### src/hdl/ptc_pkg.sv
`timescale 1ns / 1ps
package ptc_pkg;

  localparam int ANGLE_WIDTH = 16;
  localparam int CENTER_X    = 320;
  localparam int CENTER_Y    = 240;

  localparam logic [9:0] NO_TARGET_CODE = 10'd999;
  localparam int STEP_DT_Q16     = 2185;
  localparam int PAN_LIMIT       = 5004;
  localparam int TILT_UP_LIMIT   = 1430;
  localparam int TILT_DOWN_LIMIT = -5004;

  localparam logic [1:0] STATUS_MOVING    = 2'd0;
  localparam logic [1:0] STATUS_CENTRED   = 2'd1;
  localparam logic [1:0] STATUS_NO_TARGET = 2'd2;

  localparam int CFG_INDEX_WIDTH = 3;
  localparam int CFG_DATA_WIDTH  = 16;

  localparam logic [CFG_INDEX_WIDTH-1:0] REG_GAIN_P      = 3'd0;
  localparam logic [CFG_INDEX_WIDTH-1:0] REG_GAIN_I_DT   = 3'd1;
  localparam logic [CFG_INDEX_WIDTH-1:0] REG_GAIN_D_DT   = 3'd2;
  localparam logic [CFG_INDEX_WIDTH-1:0] REG_X_SCALE     = 3'd3;
  localparam logic [CFG_INDEX_WIDTH-1:0] REG_Y_SCALE     = 3'd4;
  localparam logic [CFG_INDEX_WIDTH-1:0] REG_INTEG_CLAMP = 3'd5;
  localparam logic [CFG_INDEX_WIDTH-1:0] REG_ERROR_LIMIT = 3'd6;

  localparam logic [15:0] GAIN_P_RESET      = 16'd4096;
  localparam logic [15:0] GAIN_I_DT_RESET   = 16'd0;
  localparam logic [15:0] GAIN_D_DT_RESET   = 16'd36864;
  localparam logic [15:0] X_SCALE_RESET     = 16'd1830;
  localparam logic [15:0] Y_SCALE_RESET     = 16'd1830;
  localparam logic [14:0] INTEG_CLAMP_RESET = 15'd819;
  localparam logic [14:0] ERROR_LIMIT_RESET = 15'd205;

  typedef struct packed {
    logic [9:0]          ball_x;
    logic [9:0]          ball_y;
    logic signed [15:0]  pan_angle;
    logic signed [15:0]  tilt_angle;
    logic                restart;
  } in_t;

  typedef struct packed {
    logic [1:0]          status;
    logic signed [15:0]  pan_command;
    logic signed [15:0]  tilt_command;
  } out_t;

  typedef struct packed {
    logic clear;
    logic prod;
    logic err;
    logic integ;
    logic sum;
    logic angle;
  } lane_ctrl_t;

endpackage

### src/hdl/ptc_lane.sv
`timescale 1ns / 1ps
module ptc_lane #(
  parameter int AW     = ptc_pkg::ANGLE_WIDTH,
  parameter int CENTER = ptc_pkg::CENTER_X
) (
  input  logic                  clk,
  input  logic                  rst,
  input  ptc_pkg::lane_ctrl_t   ctrl,
  input  logic [9:0]            coord,
  input  logic signed [15:0]    head,
  input  logic [15:0]           scale,
  input  logic [15:0]           gain_p,
  input  logic [15:0]           gain_i_dt,
  input  logic [15:0]           gain_d_dt,
  input  logic [14:0]           integ_clamp,
  output logic signed [AW-1:0]  err,
  output logic signed [AW-1:0]  angle
);

  localparam int WW = AW + 22;
  localparam logic [9:0] CENTER_V = CENTER[9:0];
  localparam logic signed [12:0] STEP_DT = 13'(ptc_pkg::STEP_DT_Q16);
  localparam logic signed [WW-1:0] SMAX = {{(WW-AW+1){1'b0}}, {(AW-1){1'b1}}};
  localparam logic signed [WW-1:0] SMIN = {{(WW-AW+1){1'b1}}, {(AW-1){1'b0}}};
  localparam logic signed [WW-1:0] HALF8  = WW'(128);
  localparam logic signed [WW-1:0] HALF12 = WW'(2048);
  localparam logic signed [WW-1:0] HALF16 = WW'(32768);

  function automatic logic signed [AW-1:0] sat_aw(input logic signed [WW-1:0] v);
    logic signed [AW-1:0] r;
    if (v > SMAX) begin
      r = SMAX[AW-1:0];
    end else if (v < SMIN) begin
      r = SMIN[AW-1:0];
    end else begin
      r = v[AW-1:0];
    end
    return r;
  endfunction

  logic signed [AW-1:0]  integral;
  logic signed [AW-1:0]  last_error;
  logic signed [27:0]    prod;
  logic signed [AW+16:0] p_term;
  logic signed [AW+17:0] d_term;
  logic signed [AW+12:0] inc;
  logic signed [AW+16:0] i_term;
  logic signed [AW-1:0]  pid;

  logic signed [10:0]    offset;
  logic signed [27:0]    prod_next;
  logic signed [AW-1:0]  err_next;
  logic signed [AW:0]    delta;
  logic signed [AW+16:0] p_term_next;
  logic signed [AW+17:0] d_term_next;
  logic signed [AW+12:0] inc_next;
  logic signed [WW-1:0]  int_sum;
  logic signed [WW-1:0]  int_sat;
  logic signed [WW-1:0]  lim_w;
  logic signed [AW-1:0]  integral_next;
  logic signed [AW+16:0] i_term_next;
  logic signed [WW-1:0]  acc;
  logic signed [AW-1:0]  pid_next;
  logic signed [AW-1:0]  angle_next;

  always_comb begin
    offset      = $signed({1'b0, CENTER_V}) - $signed({1'b0, coord});
    prod_next   = 28'(offset) * 28'($signed({1'b0, scale}));

    err_next    = sat_aw((WW'(prod) + HALF8) >>> 8);
    delta       = (AW+1)'(err_next) - (AW+1)'(last_error);
    p_term_next = (AW+17)'(err_next) * (AW+17)'($signed({1'b0, gain_p}));
    d_term_next = (AW+18)'(delta) * (AW+18)'($signed({1'b0, gain_d_dt}));
    inc_next    = (AW+13)'(err_next) * (AW+13)'(STEP_DT);

    int_sum = WW'(integral) + ((WW'(inc) + HALF16) >>> 16);
    int_sat = WW'(sat_aw(int_sum));
    lim_w   = WW'($signed({1'b0, integ_clamp}));
    if (int_sat > lim_w) begin
      integral_next = lim_w[AW-1:0];
    end else if (int_sat < -lim_w) begin
      integral_next = AW'(-lim_w);
    end else begin
      integral_next = int_sat[AW-1:0];
    end
    i_term_next = (AW+17)'(integral_next) * (AW+17)'($signed({1'b0, gain_i_dt}));

    acc        = WW'(p_term) + WW'(i_term) + WW'(d_term);
    pid_next   = sat_aw((acc + HALF12) >>> 12);
    angle_next = sat_aw(WW'(head) + WW'(pid));
  end

  always_ff @(posedge clk) begin
    if (rst) begin
      integral   <= '0;
      last_error <= '0;
    end else begin
      if (ctrl.clear) begin
        integral   <= '0;
        last_error <= '0;
      end
      if (ctrl.err) begin
        last_error <= err_next;
      end
      if (ctrl.integ) begin
        integral <= integral_next;
      end
    end
  end

  always_ff @(posedge clk) begin
    if (ctrl.prod) begin
      prod <= prod_next;
    end
    if (ctrl.err) begin
      err    <= err_next;
      p_term <= p_term_next;
      d_term <= d_term_next;
      inc    <= inc_next;
    end
    if (ctrl.integ) begin
      i_term <= i_term_next;
    end
    if (ctrl.sum) begin
      pid <= pid_next;
    end
    if (ctrl.angle) begin
      angle <= angle_next;
    end
  end

endmodule

### config.mk
export PLATFORM = sky130hd
export DESIGN_NAME = ptc_lane
export DESIGN_NICKNAME = d
export VERILOG_FILES = /design/src/hdl/ptc_pkg.sv /design/src/hdl/ptc_lane.sv
export SDC_FILE = /design/constraint.sdc
export NUM_CORES = 2
export LEC_CHECK = 0
export BUFFER_PORTS_ARGS = -buffer_cell sky130_fd_sc_hd__buf_2
export CORE_MARGIN = 2
export CORE_UTILIZATION = 35
export DETAILED_ROUTE_END_ITERATION = 10
export HOLD_SLACK_MARGIN = 0.06
export PLACE_DENSITY_LB_ADDON = 0.05
export RECOVER_POWER = 100
export SLEW_MARGIN = 10
export SYNTH_ARGS = -nofsm -noshare
export SYNTH_HDL_FRONTEND = slang
export SYNTH_SLANG_ARGS = --single-unit
export TNS_END_PERCENT = 20
### constraint.sdc
create_clock -name clk -period 22.4 [get_ports clk]
set_input_delay 1.12 -clock clk [delete_from_list [all_inputs] [get_ports clk]]
set_output_delay 1.12 -clock clk [all_outputs]
set_load 0.05 [all_outputs]
# ---- Word level (Yosys, flattened, before mapping)
# Cells that the tools add are included.
dict set report totals {
  output_inout_bits 32
  input_bits 113
  ff_bits 237
}
dict set report classes {
  n_mux 11
  multipliers 5
  order_cmp 10
  n_addsub 10
  n_reduce_logical 2
}
# op n
set ops {}
lappend ops {{$mux W16} 11}
lappend ops {{$mul A16 B17 Y33} 2}
lappend ops {{$lt A16 B38 Y1} 1}
lappend ops {{$neg A15 Y38} 1}
lappend ops {{$add A35 B13 Y36 const B} 1}
lappend ops {{$add A34 B34 Y35} 1}
lappend ops {{$add A33 B33 Y34} 1}
lappend ops {{$gt A17 B16 Y1 const B} 2}
lappend ops {{$lt A17 B16 Y1 const B} 2}
lappend ops {{$mul A17 B17 Y34} 1}
lappend ops {{$add A29 B17 Y30 const B} 1}
lappend ops {{$add A28 B9 Y29 const B} 1}
lappend ops {{$mul A16 B13 Y29 const B} 1}
lappend ops {{$mul A11 B17 Y28} 1}
lappend ops {{$gt A24 B16 Y1 const B} 1}
lappend ops {{$lt A24 B16 Y1 const B} 1}
lappend ops {{$gt A21 B16 Y1 const B} 1}
lappend ops {{$lt A21 B16 Y1 const B} 1}
lappend ops {{$add A16 B14 Y17} 1}
lappend ops {{$add A16 B16 Y17} 1}
lappend ops {{$sub A16 B16 Y17} 1}
lappend ops {{$gt A16 B16 Y1} 1}
lappend ops {{$sub A9 B10 Y11 const A} 1}
lappend ops {{$reduce_bool A2 Y1} 2}

# ---- Logic depth before layout (Yosys ltp)
dict set report logic_depth {
  word_depth 9
  depth_mapped 55
  depth_no_buf 48
}

# ---- Worst setup path after synthesis
# OpenSTA, ideal clock, no wires.
dict set report synth_path {
  path_kind {register to register}
  startpoint {register inc[17]}
  endpoint {register i_term[32] (data pin)}
  required_ns 22.133
  t_arrival_ns 11.713
  setup_time_ns 0.267
  path_slack_ns 10.420
  path_stages_with_launch 53
  synth_period_minus_slack_ns 11.980
  cell_sequence {edfxtp_1 and3_1 and3_1 nand2_1 or3_1 xnor2_1 ha_1 nand3_1 or3_1 a21oi_2 or4_4 and2_4 buf_4 nor2_1 clkbuf_1 o21ai_0 ha_1 nor2b_1 (+17 left out) fa_1 fa_1 fa_1 inv_1 fa_1 inv_1 ha_1 a21o_1 a21oi_1 nor2_1 o2111a_1 nor3_1 nand4_1 a31oi_1 o21bai_1 a2111oi_0 o21ai_0 nor3b_1}
}
dict set report synth_via {
  elab_chain_len 9
  word_cells_on_any_way 11
  classes_between {2 x add/sub; 1 x mul; 4 x order compare; 4 x mux}
}
# item line_no
set synth_rtl {}
lappend synth_rtl {{from (decl)} ptc_lane.sv:46} ;# logic signed [AW+12:0] inc;
lappend synth_rtl {{from (signal assigned)} ptc_lane.sv:119} ;# inc <= inc_next;
lappend synth_rtl {{$add A29 B17 Y30 (*)} ptc_lane.sv:76} ;# int_sum = WW'(integral) + ((WW'(inc) + HALF16) >>> 16);
lappend synth_rtl {{$add A16 B14 Y17 (*)} ptc_lane.sv:76}
lappend synth_rtl {{$lt A17 B16 Y1} ptc_lane.sv:33} ;# end else if (v < SMIN) begin
lappend synth_rtl {{$mux W16} ptc_lane.sv:33}
lappend synth_rtl {{$mux W16 (*)} ptc_lane.sv:31} ;# if (v > SMAX) begin
lappend synth_rtl {{$lt A16 B38 Y1} ptc_lane.sv:81} ;# end else if (int_sat < -lim_w) begin
lappend synth_rtl {{$mux W16} ptc_lane.sv:81}
lappend synth_rtl {{$mux W16 (*)} ptc_lane.sv:79} ;# if (int_sat > lim_w) begin
lappend synth_rtl {{$mul A16 B17 Y33 (*)} ptc_lane.sv:86} ;# i_term_next = (AW+17)'(integral_next) * (AW+17)'($signed({1'b0, gain_i_dt}));
lappend synth_rtl {{via i_term_next[32]} ptc_lane.sv:61} ;# logic signed [AW+16:0] i_term_next;
lappend synth_rtl {{to (signal assigned)} ptc_lane.sv:122} ;# i_term <= i_term_next;
lappend synth_rtl {{to (decl)} ptc_lane.sv:47} ;# logic signed [AW+16:0] i_term;
# The timed path passes the listed nets; every way through them passes the cells marked *.
# A chain may end at the register's enable or synchronous reset.

# ---- Worst setup path in the final report
# Ends and elaborated chain as after synthesis.

==> run_results.csv <==
group,metric,value,unit
synth,ys.flop_type,"edfxtp_1",
global_routing,grt_max_degree,85,
cells_and_area,final_cell_mix,"inv_1 (1100), fa_1 (853), ha_1 (653)",
timing,hold_viol,0,
clocking,clock-sinks,215,
detailed_routing,drt_iter0_drc,1617,
worst_setup_path,worst-endpoint-arrival,16.06,ns
detailed_routing,dr_total_vias,37042,
detailed_routing,drc,0,
global_routing,antenna_found_initial,11,
worst_setup_path,reg2regPathDepth,42,
clocking,cts_hold_buf,0,
worst_setup_path,crit_type,"reg2reg",
detailed_routing,wirelength,146000,um
worst_setup_path,worstSetupEndpoint,"i_term[32]",
worst_setup_path,r2r_end,"i_term[32]",
run,drv_cap,24,
clocking,cts_tree,"yes",
cells_and_area,drive_above_1_share,4.80,%
synth,syn_area_per_cell,9.24,um2
placement,dp.cells,7443,
outcome,violations,"max-capacitance violations, max-slew violations",
worst_setup_path,crit_family,"compound AO/OA/AOI/OAI gates",
detailed_routing,via_per_inst,4.94,
synth,seq_area_frac_synth,12.0,%
clocking,cts_buffer_depth,3,
synth,synth-seq-cells,215,
placement,gp_congestion,0.851,
floorplanning,dieArea,149000,um2
timing,tightest_slew,4.22,ns
cells_and_area,syn_to_final_growth,6.99,%
clocking,post_cts_buffers,0,
floorplanning,core-area,145000,um2
synth,synth-async-reset-ratio,0,%
cells_and_area,final_cells,7501,
worst_setup_path,end_kind,"flop",
global_routing,grt_pass1_wl,234000,um
synth,syn_inst,5520,
outcome,status,"finished, violations left",
synth,yosysTopAreaCell,"fa_1",
clocking,cts_root_buffer,"clkbuf_16",
placement,dpl.hpwl,117000,um
cells_and_area,layout_commonest_cell,"inv_1",
floorplanning,dieHeight,386,um
worst_hold_path,hold_path_class,"reg2reg",
worst_setup_path,r2r_setup_slack,6.67,ns
timing,finalCritPeriodShare,70.2,%
floorplanning,num_rows,140,
floorplanning,die_w,386,um
clocking,worstSkewPairLatency,0.63,ns
floorplanning,initial_utilization,35.1,%
detailed_routing,antenna_left,0,
synth,synth_warnings,0,
synth,netlist.area_leader.share,33.5,%
timing,rsz0062_at_grt,"no",
clocking,post_cts_resize_count,0,
worst_hold_path,worst_hold_startpoint,"integral[0]",
synth,synth.net_count,7139,
detailed_routing,wire_per_inst,19.4,um
timing,clock_skew,0.0371,ns
cells_and_area,regArea,6140,um2
synth,synth_edf_count,183,
detailed_routing,drt-pass1-iter-count,5,
timing,clock.fmax,63.6,MHz
worst_setup_path,path_common_cell,"fa_1",
worst_setup_path,critPathLaunch,"inc[17]",
cells_and_area,nFillCells,14919,
synth,yosysUniqueCellTypes,101,
cells_and_area,fin_util,37.6,%
worst_setup_path,critical_path_required,22.73,ns
cells_and_area,multi_input_area,39900,um2
cells_and_area,nets,7176,
placement,portBuffers,144,
timing,fin_tns_setup,0,ns
global_routing,track_usage,20.3,%
worst_setup_path,cp_max_fo,18,
timing,slew_headroom,-181,%
timing,period_minus_slack,15.73,ns
worst_setup_path,startpoint_type,"flop",
floorplanning,io_pins,145,
worst_setup_path,slowest_delay,1.77,ns
worst_setup_path,r2r_start,"inc[17]",
timing,setup_viol,0,
global_routing,grt_overflow_total,0,
worst_setup_path,path_buf_inv,4,
clocking,cts_max_level,1,
timing,slew_viol_final,617,
worst_setup_path,cp_slowest_cell,"o31ai_1",
worst_setup_path,cp_num_cells,42,
clocking,cts_made_buffers,29,
global_routing,grt_pass1_vias,40543,
synth,synth_area_leaders,"fa_1 (33%), ha_1 (16%), edfxtp_1 (11%)",
clocking,cts.clk_slew.worst_paths,0.07,ns
synth,synth_area,51000,um2
## stage by stage
| stage | setup slack (ns) | hold slack, ns | instance area [um2] |
|---|---|---|---|
| after floorplan | 10.42 | 0.432 | 51000 |
| after global placement | 8.79 | 0.486 | 53900 |
| after detailed placement | 8.65 | 0.488 | 53900 |
| after CTS | 8.48 | 0.506 | 54900 |
| after global routing | 5.58 | 0.536 | 54600 |
| final | 6.67 | 0.488 | 54600 |
## worst reg2reg max path: cells and delay by family, from the launching register on
kind / cells / cell delay [ns]
compound gates: 12 / 5.78
fa+ha+maj: 9 / 4.21
simple gates: 16 / 3.96
buf+inv: 4 / 0.95
flops: 1 / 0.39
xor+xnor: 1 / 0.14
## logic make-up after synthesis
family | Yosys count | share of synthesized area, %
compound gates | 646 | 8.79
xor+xnor | 207 | 3.55
fa+ha+maj | 1508 | 49.5
buf+inv | 1300 | 9.76
flops | 215 | 12.0
mux | 11 | 0.218
simple gates | 1633 | 16.1
## registers in the layout, summed over array words and instances, names as in the netlist
name        flops
angle          16
i_term         33
err            16
last_error     16
p_term         33
d_term         34
pid            16
prod           21
integral       16
inc            14
## cells in the mapped netlist (all sizes together), types with 32 or more instances
cell	number
inv	1102
fa	853
ha	653
nand2	613
and2	309
edfxtp	183
nor2	175
clkbuf	165
a21oi	152
xnor2	146
nor2b	142
o21ai	134
nor3	82
nand3	81
a21o	72
nand2b	68
xor2	61
a31oi	39
or2	34
buf	33
o21a	33
dfxtp	32
## worst min-delay path by stage
| stage | end | slack [ns] | cells after the start |
|---|---|---|---|
| 2_1_floorplan | integral[15] | 0.43 | 2 |
| 3_3_place_gp | integral[0] | 0.49 | 2 |
| 3_5_place_dp | integral[3] | 0.49 | 2 |
| 4_1_cts | integral[0] | 0.51 | 2 |
| 5_1_grt | integral[3] | 0.54 | 2 |
| 6_report | integral[0] | 0.49 | 2 |
## layer usage
metal	vias to the layer above	global-route usage (%)	share of wire (%)
met5	-	0	0.025
met4	6	4.11	2.1
met3	158	1.50	3.3
met2	571	35.8	49
met1	18669	27.1	45
li1	17638	-	-
## final cells by class
| class | instances | area share, % |
|---|---|---|
| antenna | 4 | 0.0183 |
| clock buffer | 31 | 1.34 |
| clock inverter | 23 | 0.516 |
| inverter | 1102 | 7.58 |
| multi-input combinational | 4005 | 73.0 |
| sequential | 215 | 11.2 |
| tap | 1917 | 4.39 |
| timing repair buffer | 204 | 1.87 |
Power is not shown: default switching activity piles up to over one toggle a cycle in this logic, so the estimate is an artifact.
