File: src/hdl/ptc_pkg.sv
`timescale 1ns / 1ps
package ptc_pkg;

  localparam int ANGLE_WIDTH = 16;
  localparam int CENTER_X    = 320;
  localparam int CENTER_Y    = 240;

  localparam logic [9:0] NO_TARGET_CODE = 10'd999;
  localparam int STEP_DT_Q16     = 2185;
  localparam int PAN_LIMIT       = 5004;
  localparam int TILT_UP_LIMIT   = 1430;
  localparam int TILT_DOWN_LIMIT = -5004;

  localparam logic [1:0] STATUS_MOVING    = 2'd0;
  localparam logic [1:0] STATUS_CENTRED   = 2'd1;
  localparam logic [1:0] STATUS_NO_TARGET = 2'd2;

  localparam int CFG_INDEX_WIDTH = 3;
  localparam int CFG_DATA_WIDTH  = 16;

  localparam logic [CFG_INDEX_WIDTH-1:0] REG_GAIN_P      = 3'd0;
  localparam logic [CFG_INDEX_WIDTH-1:0] REG_GAIN_I_DT   = 3'd1;
  localparam logic [CFG_INDEX_WIDTH-1:0] REG_GAIN_D_DT   = 3'd2;
  localparam logic [CFG_INDEX_WIDTH-1:0] REG_X_SCALE     = 3'd3;
  localparam logic [CFG_INDEX_WIDTH-1:0] REG_Y_SCALE     = 3'd4;
  localparam logic [CFG_INDEX_WIDTH-1:0] REG_INTEG_CLAMP = 3'd5;
  localparam logic [CFG_INDEX_WIDTH-1:0] REG_ERROR_LIMIT = 3'd6;

  localparam logic [15:0] GAIN_P_RESET      = 16'd4096;
  localparam logic [15:0] GAIN_I_DT_RESET   = 16'd0;
  localparam logic [15:0] GAIN_D_DT_RESET   = 16'd36864;
  localparam logic [15:0] X_SCALE_RESET     = 16'd1830;
  localparam logic [15:0] Y_SCALE_RESET     = 16'd1830;
  localparam logic [14:0] INTEG_CLAMP_RESET = 15'd819;
  localparam logic [14:0] ERROR_LIMIT_RESET = 15'd205;

  typedef struct packed {
    logic [9:0]          ball_x;
    logic [9:0]          ball_y;
    logic signed [15:0]  pan_angle;
    logic signed [15:0]  tilt_angle;
    logic                restart;
  } in_t;

  typedef struct packed {
    logic [1:0]          status;
    logic signed [15:0]  pan_command;
    logic signed [15:0]  tilt_command;
  } out_t;

  typedef struct packed {
    logic clear;
    logic prod;
    logic err;
    logic integ;
    logic sum;
    logic angle;
  } lane_ctrl_t;

endpackage

File: src/hdl/ptc_merge.sv
`timescale 1ns / 1ps
module ptc_merge #(
  parameter int AW = ptc_pkg::ANGLE_WIDTH
) (
  input  logic                 clk,
  input  logic                 rst,
  input  logic                 load,
  input  logic                 no_target,
  input  logic signed [AW-1:0] err_pan,
  input  logic signed [AW-1:0] err_tilt,
  input  logic signed [AW-1:0] angle_pan,
  input  logic signed [AW-1:0] angle_tilt,
  input  logic [14:0]          error_limit,
  input  logic                 out_stall,
  output logic                 room,
  output logic                 out_valid,
  output ptc_pkg::out_t        out_data
);

  localparam int CW = ((AW > 16) ? AW : 16) + 2;
  localparam logic signed [CW-1:0] PAN_HI  = CW'(ptc_pkg::PAN_LIMIT);
  localparam logic signed [CW-1:0] PAN_LO  = CW'(-ptc_pkg::PAN_LIMIT);
  localparam logic signed [CW-1:0] TILT_HI = CW'(ptc_pkg::TILT_UP_LIMIT);
  localparam logic signed [CW-1:0] TILT_LO = CW'(ptc_pkg::TILT_DOWN_LIMIT);

  logic signed [CW-1:0] lim_w;
  logic signed [CW-1:0] ep;
  logic signed [CW-1:0] et;
  logic signed [CW-1:0] pa;
  logic signed [CW-1:0] ta;
  logic signed [CW-1:0] pan_c;
  logic signed [CW-1:0] tilt_c;
  logic                 centred;
  ptc_pkg::out_t        out_next;

  always_comb begin
    lim_w   = CW'($signed({1'b0, error_limit}));
    ep      = CW'(err_pan);
    et      = CW'(err_tilt);
    pa      = CW'(angle_pan);
    ta      = CW'(angle_tilt);
    centred = (ep < lim_w) && (ep > -lim_w) && (et < lim_w) && (et > -lim_w);

    if (pa > PAN_HI) begin
      pan_c = PAN_HI;
    end else if (pa < PAN_LO) begin
      pan_c = PAN_LO;
    end else begin
      pan_c = pa;
    end
    if (ta > TILT_HI) begin
      tilt_c = TILT_HI;
    end else if (ta < TILT_LO) begin
      tilt_c = TILT_LO;
    end else begin
      tilt_c = ta;
    end

    out_next = '0;
    if (no_target) begin
      out_next.status = ptc_pkg::STATUS_NO_TARGET;
    end else if (centred) begin
      out_next.status = ptc_pkg::STATUS_CENTRED;
    end else begin
      out_next.status       = ptc_pkg::STATUS_MOVING;
      out_next.pan_command  = pan_c[15:0];
      out_next.tilt_command = tilt_c[15:0];
    end
  end

  assign room = !out_valid || !out_stall;

  always_ff @(posedge clk) begin
    if (rst) begin
      out_valid <= 1'b0;
    end else if (load) begin
      out_valid <= 1'b1;
    end else if (!out_stall) begin
      out_valid <= 1'b0;
    end
  end

  always_ff @(posedge clk) begin
    if (load) begin
      out_data <= out_next;
    end
  end

endmodule

File: config.mk
export PLATFORM = sky130hd
export DESIGN_NAME = ptc_merge
export DESIGN_NICKNAME = d
export VERILOG_FILES = /design/src/hdl/ptc_pkg.sv /design/src/hdl/ptc_merge.sv
export SDC_FILE = /design/constraint.sdc
export NUM_CORES = 1
export LEC_CHECK = 0
export BUFFER_PORTS_ARGS = -buffer_cell sky130_fd_sc_hd__buf_4
export CELL_PAD_IN_SITES_DETAIL_PLACEMENT = 0
export CELL_PAD_IN_SITES_GLOBAL_PLACEMENT = 1
export CORE_ASPECT_RATIO = 0.7
export CORE_MARGIN = 5
export CORE_UTILIZATION = 29
export DETAILED_ROUTE_END_ITERATION = 8
export GPL_TIMING_DRIVEN = 0
export PLACE_DENSITY = 0.69
export SYNTH_ARGS = -nofsm -noshare
export SYNTH_HDL_FRONTEND = slang
export SYNTH_SLANG_ARGS = --single-unit
File: constraint.sdc
create_clock -name clk -period 7.77 [get_ports clk]
set_clock_uncertainty 0.2 [all_clocks]
set_input_delay 0.777 -clock clk [delete_from_list [all_inputs] [get_ports clk]]
set_output_delay 0.777 -clock clk [all_outputs]
set_load 0.005 [all_outputs]
== Word level (Yosys, flattened, before mapping) ==
Index checks and enable logic that the tools add are counted.

* Logic and storage cells: 36
* Memories: 0
* Bits in latches: 0
* ROM bits: 0
* Output and inout port bits: 36
* Memory bits (writable): 0
* Bits of input ports: 84
* Bits in registers: 35

* Reduce and logical (&&, ||, !) cells: 11
* Equal/unequal tests: 1
* Multiplexer cells: 7
* Divide/modulo/power cells: 0
* Shifts and indexed selects: 0
* Add/subtract/negate cells: 1
* Bitwise gates (word level): 0
* $lt $le $gt $ge: 8
* Multipliers: 0

{| class="wikitable"
|+ Operators by type and width
! cell !! number
|-
| greater-than comparator 16 x 18 -> 1 bit || 2
|-
| < comparator 16 x 14 -> 1 bit (second input constant) || 2
|-
| < comparator 16 bit || 2
|-
| two-way mux 16 bit || 2
|-
| negation 15 -> 18 bit || 1
|-
| greater-than comparator 16 x 12 -> 1 bit (second input constant) || 1
|-
| greater-than comparator 16 x 14 -> 1 bit (second input constant) || 1
|-
| two-way mux 13 bit || 1
|-
| two-way mux 11 bit || 1
|-
| OR reduction 4 bit || 2
|-
| OR reduction 3 bit || 2
|-
| logical AND 1 bit || 3
|-
| two-way mux 1 bit || 3
|-
| logical NOT 1 bit || 2
|-
| inequality test 2 bit (second input constant) || 1
|-
| OR reduction 2 bit || 1
|-
| logical OR 1 bit || 1
|}

== Depth between registers and ports, before layout ==
Gate-level depths: netlist (run 1).

* Word-level depth: 6
* Depth in mapped cells: 16
* Gate-level depth less buffers: 14

== Least setup slack after synthesis (run 1) ==
No wires, ideal clock.

* Path type: input -> register
* Start: in error_limit[3]
* End: reg out_data[15] (netlist bit) (data pin)
* Stages: 14
* Buffers on the path: 3
* Arrival time: 3.720 ns
* Required time: 7.380 ns
* Path slack: 3.659 ns
* Library setup time: 0.190 ns
* Cells stage by stage: buf_6 -> or4_4 -> nor3_1 -> nand3_1 -> xnor2_1 -> ha_1 -> nor4b_1 -> o21ai_0 -> a2111oi_2 -> o211ai_1 -> and4b_1 -> buf_6 -> buf_6 -> a2111oi_2

* Word-level cells in the longest chain between the ends: 6
* Elaborated cells on any way between the ends: 9
* Those cells by class: add/sub (1); order compare (4); reduce/logical (4)

{| class="wikitable"
|+ RTL lines
! item !! RTL line !! RTL
|-
| from (decl) || ptc_merge.sv:13 || <nowiki>input logic [14:0] error_limit,</nowiki>
|-
| negation 15 -> 18 bit || ptc_merge.sv:42 || <nowiki>centred = (ep < lim_w) && (ep > -lim_w) && (et < lim_w) && (et > -lim_w);</nowiki>
|-
| greater-than comparator 16 x 18 -> 1 bit || ptc_merge.sv:42 ||
|-
| logical AND 1 bit (2 in series) || ptc_merge.sv:42 ||
|-
| logical AND 1 bit (*) || ptc_merge.sv:42 ||
|-
| OR reduction 3 bit (no source line) (*) || n/a ||
|-
| to (signal assigned) || ptc_merge.sv:85 || <nowiki>out_data <= out_next;</nowiki>
|-
| to (decl) || ptc_merge.sv:17 || <nowiki>output ptc_pkg::out_t out_data</nowiki>
|}

Every way passes the cells marked *; elsewhere a longest branch is shown, timed or not.
A chain may end at the register's enable or synchronous reset.

== Worst setup path after layout (run 1) ==
* Start: in error_limit[1]
* End: reg out_data[27] (netlist bit) (data pin)

Same word-level chain as after synthesis.

==> summary.txt, run 1 <==
Met1 Usage GRT: 24.2%
PwrDens: 131 nW/µm²
Fin crit share: 61.7%
Post-Place Cell Area: 4770 µm²
CTS Buffer Depth: 2
Initial antenna violation count: 0
Switching Share: 30.0%
Critical path required time: 7650 ps
P&R area growth vs syn: 33.3%
Hold_ws: 321 ps
Largest net degree at the start of global routing: 36
Ys async rst share: 0%
Leakage power: 0.00213 µW
FP Rows: 34
WS Path Type: in -> reg
Setup violations, final: 0
Clock insertion delay at the later pin of the skew report: 280 ps
Critical Path End Type: register
Slew margin rel.: 45.8%
Syn avg cell area: 9.73 µm²
Synthesized area: 3690 µm²
Cells after synthesis: 379
Placed wire-length estimate: 10100 µm
Overall Global Routing Usage: 15.1%
Die footprint: 15100 µm²
DR WL/cell: 17.3 µm
Internal power: 451 µW
Total power: 644 µW
Biggest area consumer among synthesized cells: edfxtp_1
First-pass GRT wire length: 18000 µm
Synth unique cells: 55
Vias in the first global route: 3374
Nets: 651
Unrepaired setup endpoints after global routing: no
Worst-Margin Slew: 807 ps
Vias per cell: 5.17
Met2 usage: 21.1%
Postcts setup bufs: 0
Status: complete, no violations
IR drop worst, VDD: 0.0693 mV
Final Slew Violations: 0
Cell with the most instances after synthesis: ha_1
CP startpoint kind: input pin
Final Cell Area: 4910 µm²
I/O pins: 120
Net Switching: 193 µW
DRC viols: 0
Register area share after synthesis: 28.2%
Crit path arrival time: 4670 ps
CTS sink count: 35
# hold bufs at CTS: 0
Ys Warns: 0
Die Wd: 145 µm
Max_cap viols: 0
Worst Path Max Fanout: 10
Synth top cells by count: ha_1, a21oi_1, edfxtp_1, nor2_1, inv_1
Met3 Usage GRT: 2.57%
Final Hold Fails: 0
Port buffer count: 118
Share of the synthesized area in the top cell type: 27.7%
CTS Root Cell: clkbuf_16
CTS Buf Count: 5
GR Overflow Total: 0
Core Box Area: 12400 µm²
Die height: 104 µm
Fmax achieved: 208 MHz
Fin crit period: 4800 ps
N_diodes: 0
Register share of total power: 36.1%
Fillers: 1281
Worst Hold Class: reg -> reg
Syn_nets: 526
Antenna Nets Post-Route: 0
Clock network power share: 29.0%
Top cells by area, synth: edfxtp_1, ha_1, a21oi_1
DRT Wirelength: 11600 µm
Starting Density: 29.7%
Via Count: 3451
Setup TNS: 0 ps
Initial DRC count: 234
Routability Congestion: 0.853
Combinational Power Share: 34.9%
Max H-tree Level: 2
Grt peak-use layer: met1
Post-synth EDFFs: 34
TritonCTS clock tree: done
Top_reg_cell synth: edfxtp_1
Post-CTS sizing: 0
Yosys reg bits: 35
Clock-pin transition on the worst setup and hold timing paths: 50 ps
Share of layout cells above drive strength 1: 30.3%
Pre-antenna DRT Iters: 5
[layout make-up]
class	count	area, µm²	area share [%]
clock inverters	3	15.0	0.305
well taps	162	203	4.12
multi-input cells	303	2450	49.9
flip-flops and latches	35	1040	21.2
plain buffers	15	93.8	1.91
clock buffers	5	125	2.55
inverters	26	97.6	1.99
repair buffers	118	886	18.0
[cells by family (layout without fill, tap and decap cells)]
family	Yosys count	in the layout	synth area share, %
buffers and inverters	41	167	5.19
flip-flops	35	35	28.2
AND/OR/NAND/NOR	113	113	16.5
AO/OA/AOI/OAI	110	110	23.4
adder cells (fa/ha/maj)	64	64	21.7
XOR/XNOR	15	15	4.68
multiplexers	1	1	0.272
[sequential cells by signal, indices dropped and copies added, names as in the netlist]
name / count
out_valid: 1
out_data: 34
[metal layers]
metal / part of all wire (%) / routed length (µm)
met5: 0 / 0
met4: 0.61 / 71
met3: 7.2 / 831
met2: 41 / 4780
met1: 51 / 5890
[layout by cell type (no fill, tap or decap), types with 3 or more instances in the layout]
master and instances:
nand3_1 10, nor3_1 10, inv_1 26, o21ai_0 12, clkbuf_16 5, buf_2 3, clkbuf_1 7, ha_1 63
nor4_1 8, o21a_1 5, nand4_1 8, buf_4 119, xnor2_1 11, o2111ai_1 4, buf_6 4, nand2_1 18
a2111oi_2 10, nor2_1 30, nor2b_1 7, edfxtp_1 34, a21o_1 7, a21oi_1 34, a211oi_1 17, xnor3_1 3
nand2b_1 4, o211ai_1 4
[critical path: stages]
cell and delay, ps:
buf_4 110, or3_1 360, clkbuf_1 240, nor3_1 680, nand3_1 230, xnor2_1 200
ha_1 210, nor4b_1 280, o21ai_0 250, a2111oi_2 330, o211ai_1 170, and4b_1 240
buf_6 140, buf_6 150, a2111oi_2 320
[per-stage QoR]
| stage | setup WS [ps] | std cells | util [%] |
|---|---|---|---|
| 2_1_floorplan | 3660 | 379 | - |
| 3_3_place_gp | 2820 | 659 | 38.4 |
| 3_5_place_dp | 2790 | 659 | 38.4 |
| 4_1_cts | 3070 | 667 | 39.6 |
| 5_1_grt | 2650 | 667 | 39.6 |
| 6_report | 2970 | 667 | 39.6 |
[power groups by stage]
stage          combinational (µW)  clock [µW]  sequential [µW]
2_1_floorplan                 113           0              237
3_3_place_gp                  222           0              236
3_5_place_dp                  223           0              237
4_1_cts                       225         191              233
5_1_grt                       249         202              234
6_report                      225         187              232
[worst paths after layout]
kind	slack (ps)	endpoint	from	depth (start not counted)
setup / recovery	2970	out_data[27]	error_limit[1]	15
hold / removal	320	out_valid	out_valid	2
setup reg to reg	6970	out_valid	out_valid	2
hold reg to reg	320	out_valid	out_valid	2
Note: power is estimated with default switching activity, not from simulation.
==> run 2: changes to the inputs <==
--- a/config.mk
+++ b/config.mk
@@ -5,6 +5,7 @@
 export SDC_FILE = /design/constraint.sdc
 export NUM_CORES = 1
 export LEC_CHECK = 0
+export ABC_AREA = 1
 export BUFFER_PORTS_ARGS = -buffer_cell sky130_fd_sc_hd__buf_4
 export CELL_PAD_IN_SITES_DETAIL_PLACEMENT = 0
 export CELL_PAD_IN_SITES_GLOBAL_PLACEMENT = 1
@@ -13,7 +14,7 @@
 export CORE_UTILIZATION = 29
 export DETAILED_ROUTE_END_ITERATION = 8
 export GPL_TIMING_DRIVEN = 0
-export PLACE_DENSITY = 0.69
+export PLACE_DENSITY = 0.75
 export SYNTH_ARGS = -nofsm -noshare
 export SYNTH_HDL_FRONTEND = slang
 export SYNTH_SLANG_ARGS = --single-unit
==> constraint.sdc (replaced) <==
create_clock -name clk -period 3.9 [get_ports clk]
set_clock_uncertainty 0.2 [all_clocks]
set_input_delay 0.39 -clock clk [delete_from_list [all_inputs] [get_ports clk]]
set_output_delay 0.39 -clock clk [all_outputs]
set_load 0.005 [all_outputs]
==> run 2 against run 1 <==
Die area is 4.2% lower. Design area shrank 3.4%. Sequential share of layout area is 0.74 points higher. Worst setup slack lost 2600 ps. Register-to-register slack lost 3800 ps. Non-clock buffer count fell by 12. First-iteration DRC count down 50%. Clock power grew 100%. Clock-buffer cell count is 1 higher. Largest cell class unchanged.
==> summary.txt, run 2 <==
Max_cap viols: 0 (unchanged)
Register area: 1040 µm² (unchanged)
Crit path arrival time: 3390 ps (was 4670 ps)
Via Count: 3354 (was 3451)
DRC viols: 0 (unchanged)
Die height: 102 µm (was 104 µm)
Syn avg cell area: 7.83 µm² (was 9.73 µm²)
Largest net degree at the start of global routing: 36 (unchanged)
WS Path Type: in -> reg (unchanged)
Setup crit end: out_data[7] (was out_data[27])
Register area share after synthesis: 29.6% (was 28.2%)
Starting Density: 29.8% (was 29.7%)
Worst Path Max Fanout: 10 (unchanged)
Most frequent cells in the layout: buf_4, inv_1, nand2_1, ha_1, nor2_1 (was buf_4, ha_1, a21oi_1, edfxtp_1, nor2_1)
Synthesized area: 3520 µm² (was 3690 µm²)
P&R area growth vs syn: 35.0% (was 33.3%)
# hold bufs at CTS: 0 (unchanged)
Unrepaired setup endpoints after global routing: no (unchanged)
Final Slew Violations: 0 (unchanged)
Slew margin rel.: 48.2% (was 45.8%)
Clock insertion delay at the later pin of the skew report: 270 ps (was 280 ps)
CTS Buf Count: 5 (unchanged)
Synth top cells by count: inv_1, nand2_1, ha_1, nor2_1, edfxtp_1 (was ha_1, a21oi_1, edfxtp_1, nor2_1, inv_1)
Port buffer count: 119 (was 118)
Syn_nets: 596 (was 526)
Ys async rst share: 0% (unchanged)
DRT Wirelength: 10300 µm (was 11600 µm)
PwrDens: 258 nW/µm² (was 131 nW/µm²)
FP Rows: 33 (was 34)
Yosys reg bits: 35 (unchanged)
Compound-Gate Fraction of Synth Area: 10.9% (was 23.4%)
Reg2reg start: out_valid (unchanged)
Cell with the most instances after synthesis: inv_1 (was ha_1)
Vias in the first global route: 3202 (was 3374)
XOR/XNOR share of the synthesized area: 2.74% (was 4.68%)
IR drop worst, VDD: 0.193 mV (was 0.0693 mV)
Post-CTS sizing: 0 (unchanged)
Max reg flops: 34 (unchanged)
Reg2Reg Capture Point: out_valid (unchanged)
Fillers: 1237 (was 1281)
Overall Global Routing Usage: 14.1% (was 15.1%)
Largest family of logic cells by synthesized area: simple AND/OR/NAND/NOR gates (was compound AO/OA/AOI/OAI gates)
Share of the synthesized area in the top cell type: 29.0% (was 27.7%)
First-pass GRT wire length: 16200 µm (was 18000 µm)
Worst-Margin Slew: 771 ps (was 807 ps)
Postcts setup bufs: 0 (unchanged)
Fmax achieved: 280 MHz
Post-synth EDFFs: 34 (unchanged)
Most common cell after layout, fill and taps aside: buf_4 (unchanged)
Top reg by flops: out_data (unchanged)
CTS Buffer Depth: 2 (unchanged)
Setup violations, final: 0 (unchanged)
Fin crit period: 3570 ps
Placed wire-length estimate: 9190 µm (was 10100 µm)
Die footprint: 14500 µm² (was 15100 µm²)
CTS Root Cell: clkbuf_16 (unchanged)
DR WL/cell: 14.1 µm (was 17.3 µm)
GR Overflow Total: 0 (unchanged)
Initial antenna violation count: 0 (unchanged)
Pre-antenna DRT Iters: 4 (was 5)
Vias per cell: 4.58 (was 5.17)
Clock-pin transition on the worst setup and hold timing paths: 50 ps (about the same)
Nets: 722 (was 651)
Core Box Area: 11800 µm² (was 12400 µm²)
Placed cell count: 725 (was 659)
Synth unique cells: 35 (was 55)
Die Wd: 142 µm (was 145 µm)
Post-Synth Adder-Cell Area: 22.4% (was 21.7%)
Final Hold Fails: 0 (unchanged)
Worst Reg-to-Reg Cells: 2 (unchanged)
Post-Synth Simple-Gate Area: 26.3% (was 16.5%)
Layout Utilization: 40.2% (was 39.6%)
Routability Congestion: 0.865 (was 0.853)
Area occupied by multi-input gates: 2190 µm² (was 2450 µm²)
Critical Path End Type: register (unchanged)
Share of layout cells above drive strength 1: 26.4% (was 30.3%)
Leakage power: 0.00241 µW (was 0.00213 µW)
Ys Warns: 0 (unchanged)
TritonCTS clock tree: done (unchanged)
Leading registers by flop count: out_data: 34 flops, out_valid: 1 flops (unchanged)
Biggest area consumer among synthesized cells: edfxtp_1 (unchanged)
Final std cells w/o fill: 733 (was 667)
Top_reg_cell synth: edfxtp_1 (unchanged)
Max H-tree Level: 2 (unchanged)
Fin crit share: 91.4%
Cells after synthesis: 449 (was 379)
Status: complete, no violations (unchanged)
Critical path required time: 3730 ps (was 7650 ps)
CP startpoint kind: input pin (unchanged)
N_diodes: 0 (unchanged)
Initial DRC count: 116 (was 234)
Post-synthesis mux area share: 0% (was 0.272%)
Worst Hold Class: in -> reg (was reg -> reg)
R2r setup slk: 3120 ps (was 6970 ps)
Top cells by area, synth: edfxtp_1, ha_1, inv_1 (was edfxtp_1, ha_1, a21oi_1)
CTS sink count: 35 (unchanged)
Setup TNS: 0 ps (unchanged)
Crit. Startpoint: error_limit[0] (was error_limit[1])
I/O pins: 120 (unchanged)
Antenna Nets Post-Route: 0 (unchanged)
[run 2: changes by cell type in the layout (fill, tap and decap cells not counted), sizes merged, moves of 6 or more]
cell	before	now
nand2	18	70
nor2	30	77
inv	26	72
nand3	10	28
a2111oi	16	0
a211oi	17	2
xnor2	11	0
xor2	1	11
nor4	9	0
nor2b	7	0
buf	126	120
[run 2: layout make-up]
type	instances	share of cell area [%]
Clock buffer	6	2.71
Buffer	2	0.316
Inverter	72	5.69
Sequential cell	35	21.9
Tap cell	157	4.14
Timing Repair Buffer	119	18.8
Multi-Input combinational cell	340	46.1
Clock inverter	2	0.264
[run 2: worst min-delay path by stage]
stage / from / endpoint / slack (ps) / cells past startpoint
after global placement: out_valid / out_valid / 260 / 2
after global routing: rst / out_valid / 70 / 2
after CTS: rst / out_valid / 60 / 2
final: rst / out_valid / 60 / 2
after floorplan: rst / out_valid / 260 / 1
after detailed placement: out_valid / out_valid / 280 / 2
[run 2: stage by stage]
stage                     hold WS (ps)  total power (µW)  setup WS [ps]  instance area, µm²
after floorplan                    259               654            894                3520
after global placement             262               848           64.8                4610
after detailed placement           281               855           13.2                4610
after CTS                         60.8              1240            294                4750
after global routing              72.7              1310           34.0                4750
final                             64.8              1220            335                4750
[run 2: worst max-delay path: stages]
cell,delay [ps]
buf_4,120
inv_1,110
ha_1,250
nand2_1,90
nor2_2,180
nand3_1,120
xor2_1,190
ha_1,290
nand2_1,40
nor2_1,260
nand3_1,230
nand4_1,160
nand4_1,100
nand2_1,80
nand2_1,50
nand2_1,50
nand2_1,60
nand2_1,60
nand2_1,60
nand2_2,70
nand3_4,110
nand2_2,110
buf_6,170
nor2_2,40
[run 2: cell families (layout without fill, tap and decap cells)]
| logic type | after synthesis | count (layout) |
|---|---|---|
| flip-flops | 35 | 35 |
| AO/OA/AOI/OAI | 66 | 66 |
| AND/OR/NAND/NOR | 200 | 200 |
| XOR/XNOR | 11 | 11 |
| adder cells (fa/ha/maj) | 63 | 63 |
| buffers and inverters | 74 | 201 |
[run 2: report_power, final]
group          leakage, µW  internal, µW  switching, µW
registers         0.000335           450           10.2
logic              0.00200           180            206
clock network    0.0000669           235            142
total              0.00241           866            358
[run 2: per-layer routing]
| layer | vias to the layer above | GRT usage (%) | wire (µm) |
|---|---|---|---|
| met4 | 0 | 1.62 | 61 |
| met3 | 6 | 2.76 | 773 |
| met5 | - | 0 | 0 |
| met1 | 1495 | 21.9 | 5240 |
| met2 | 76 | 20.6 | 4260 |
| li1 | 1777 | - | - |
==> run 3: changes to the inputs <==
--- a/config.mk
+++ b/config.mk
@@ -5,7 +5,6 @@
 export SDC_FILE = /design/constraint.sdc
 export NUM_CORES = 1
 export LEC_CHECK = 0
-export ABC_AREA = 1
 export BUFFER_PORTS_ARGS = -buffer_cell sky130_fd_sc_hd__buf_4
 export CELL_PAD_IN_SITES_DETAIL_PLACEMENT = 0
 export CELL_PAD_IN_SITES_GLOBAL_PLACEMENT = 1
@@ -14,7 +13,7 @@
 export CORE_UTILIZATION = 29
 export DETAILED_ROUTE_END_ITERATION = 8
 export GPL_TIMING_DRIVEN = 0
-export PLACE_DENSITY = 0.75
+export PLACE_DENSITY = 0.71
 export SYNTH_ARGS = -nofsm -noshare
 export SYNTH_HDL_FRONTEND = slang
 export SYNTH_SLANG_ARGS = --single-unit
==> run 3 against run 2 <==
Die area grew 4.4%. Clock power grew 16%. Fmax shrank 5.3%. Global-route usage grew 1.6 points. Worst setup slack lost 200 ps. Design area grew 6.1%. First-iteration DRC count grew 57%. Critical path type unchanged. Via count grew 3.5%. Cell count shrank 8.7%. Core utilization grew 0.33 points. Clock-buffer cell count grew 1. Sequential share of layout area shrank 1.3 points.
==> summary.txt, run 3 (synthesis results as in run 1) <==
Status: complete, no violations (unchanged)
Share of layout cells above drive strength 1: 33.1% (was 26.4%)
Core Box Area: 12400 µm² (was 11800 µm²)
Leading registers by flop count: out_data: 34 flops, out_valid: 1 flops (unchanged)
I/O pins: 120 (unchanged)
N_diodes: 0 (unchanged)
Fillers: 1264 (was 1237)
Crit path arrival time: 3630 ps (was 3390 ps)
Fin crit period: 3770 ps (was 3570 ps)
Vias in the first global route: 3466 (was 3202)
Placed wire-length estimate: 10300 µm (was 9190 µm)
Top reg by flops: out_data (unchanged)
DR WL/cell: 17.9 µm (was 14.1 µm)
CP startpoint kind: input pin (unchanged)
CTS Buf Count: 5 (unchanged)
WS Path Type: in -> reg (unchanged)
Final Cell Area: 5040 µm² (was 4750 µm²)
Nets: 653 (was 722)
Net Switching: 389 µW (was 358 µW)
Vias per cell: 5.19 (was 4.58)
CTS Buffer Depth: 2 (unchanged)
Largest net degree at the start of global routing: 36 (unchanged)
Slew margin rel.: 47.1% (was 48.2%)
Initial DRC count: 182 (was 116)
Setup violations, final: 0 (unchanged)
DRT Wirelength: 12000 µm (was 10300 µm)
Leakage power: 0.00220 µW (was 0.00241 µW)
Most frequent cells in the layout: buf_4, ha_1, a21oi_1, edfxtp_1, nor2_1 (was buf_4, inv_1, nand2_1, ha_1, nor2_1)
CTS Root Cell: clkbuf_16 (unchanged)
Post-Place Cell Area: 4770 µm² (was 4610 µm²)
First-pass GRT wire length: 18600 µm (was 16200 µm)
Clock-pin transition on the worst setup and hold timing paths: 50 ps (about the same)
Fin crit share: 96.6% (was 91.4%)
Clock network power share: 32.2% (was 30.9%)
Final Slew Violations: 0 (unchanged)
DRC viols: 0 (unchanged)
Initial antenna violation count: 0 (unchanged)
Worst Hold Class: in -> reg (unchanged)
Die Wd: 145 µm (was 142 µm)
Clock insertion delay at the later pin of the skew report: 270 ps (about the same)
GR Overflow Total: 0 (unchanged)
Switching Share: 28.6% (was 29.3%)
Pre-antenna DRT Iters: 4 (unchanged)
PwrDens: 270 nW/µm² (was 258 nW/µm²)
Worst Path Max Fanout: 10 (unchanged)
Internal power: 972 µW (was 866 µW)
Max reg flops: 34 (unchanged)
Max_cap viols: 0 (unchanged)
Die height: 104 µm (was 102 µm)
Die footprint: 15100 µm² (was 14500 µm²)
FP Rows: 34 (was 33)
Total power: 1360 µW (was 1220 µW)
CTS sink count: 35 (unchanged)
CP Cell Sequence: buf_4, or4_4, nor3_4, nand3_1, xnor2_1, ha_1, nor4b_2, o21ai_2, a2111oi_2, o211ai_1, and4b_1, buf_6, buf_6, a2111oi_2 (was buf_4, inv_1, ha_1, nand2_1, nor2_2, nand3_1, xor2_1, ha_1, nand2_1, nor2_1, nand3_1, nand4_1, nand4_1, nand2_1, nand2_1, nand2_1, nand2_1, nand2_1, nand2_1, nand2_2, nand3_4, nand2_2, buf_6, nor2_2)
Crit-path leading delay family: simple AND/OR/NAND/NOR gates (unchanged)
Antenna Nets Post-Route: 0 (unchanged)
Register share of total power: 34.1% (was 37.6%)
Fmax achieved: 266 MHz (was 280 MHz)
IR drop worst, VDD: 0.198 mV (was 0.193 mV)
TritonCTS clock tree: done (unchanged)
Port buffer count: 118 (was 119)
Critical Path End Type: register (unchanged)
Starting Density: 29.7% (was 29.8%)
Final Hold Fails: 0 (unchanged)
Combinational Power Share: 33.7% (was 31.5%)
Worst-Margin Slew: 794 ps (was 771 ps)
Routability Congestion: 0.911 (was 0.865)
Max incr delay on CP: 580 ps (was 290 ps)
Slowest CP cell: or4_4 (was ha_1)
Max H-tree Level: 2 (unchanged)
R2r setup slk: 3100 ps (was 3120 ps)
Critical path required time: 3770 ps (was 3730 ps)
Via Count: 3471 (was 3354)
Most common cell after layout, fill and taps aside: buf_4 (unchanged)
Overall Global Routing Usage: 15.7% (was 14.1%)
# hold bufs at CTS: 0 (unchanged)
P&R area growth vs syn: 36.6% (was 35.0%)
Buf/Inv on CP: 3 (unchanged)
run 3: worst register-to-register path, delay by kind of cell (launching register included):
family	cells	cell delay, ps
AND/OR/NAND/NOR	1	50
flip-flops	1	320
AO/OA/AOI/OAI	1	120
run 3: power groups by stage:
stage	Combinational (µW)	Sequential, µW	Clock, µW
after floorplan	225	473	0
after global placement	443	470	0
after detailed placement	449	472	0
after CTS	454	464	451
after global routing	510	467	474
final	459	464	438
run 3: stage by stage:
| step | cells | hold slack, ps | setup slack (ps) | utilization [%] | TNS (ps) |
|---|---|---|---|---|---|
| final | 669 | 68.7 | 134 | 40.5 | 0 |
| after global routing | 669 | 61.3 | -66.3 | 40.5 | -532 |
| after CTS | 667 | 60.6 | 7.35 | 39.9 | 0 |
| after detailed placement | 659 | 321 | -745 | 38.4 | -20890 |
| after global placement | 659 | 301 | -646 | 38.4 | -18920 |
| after floorplan | 379 | 262 | 176 | - | 0 |
run 3: worst paths after layout:
check,startpoint,end,cells after the start
min reg2reg,out_valid,out_valid,2
max,error_limit[6],out_data[5],14
max reg2reg,out_valid,out_valid,2
min,rst,out_valid,2
run 3: cell type report:
class	instances	area [µm²]	share of cell area, %
multi-input cells	303	2530	50.3
flip-flops and latches	35	1040	20.7
repair buffers	121	908	18.0
well taps	162	203	4.02
clock buffers	7	133	2.63
inverters	26	97.6	1.94
plain buffers	14	90.1	1.79
clock inverters	1	30.0	0.596
run 3: layer usage:
metal  vias up  share of wire (%)  GRT usage, %
li1       1726                  -             -
met2        95                 43          22.8
met4         0               0.93          2.80
met3         6                5.9          2.48
met5         -                  0             0
met1      1644                 50          24.4
run 3: timing repair:
item	in CTS	in global routing
endpoints found under the setup margin	33	33
buffers inserted	1	2
cloned	0	0
pin swaps	1	1
endpoints found under the hold margin	0	0
gates resized for setup	5	11
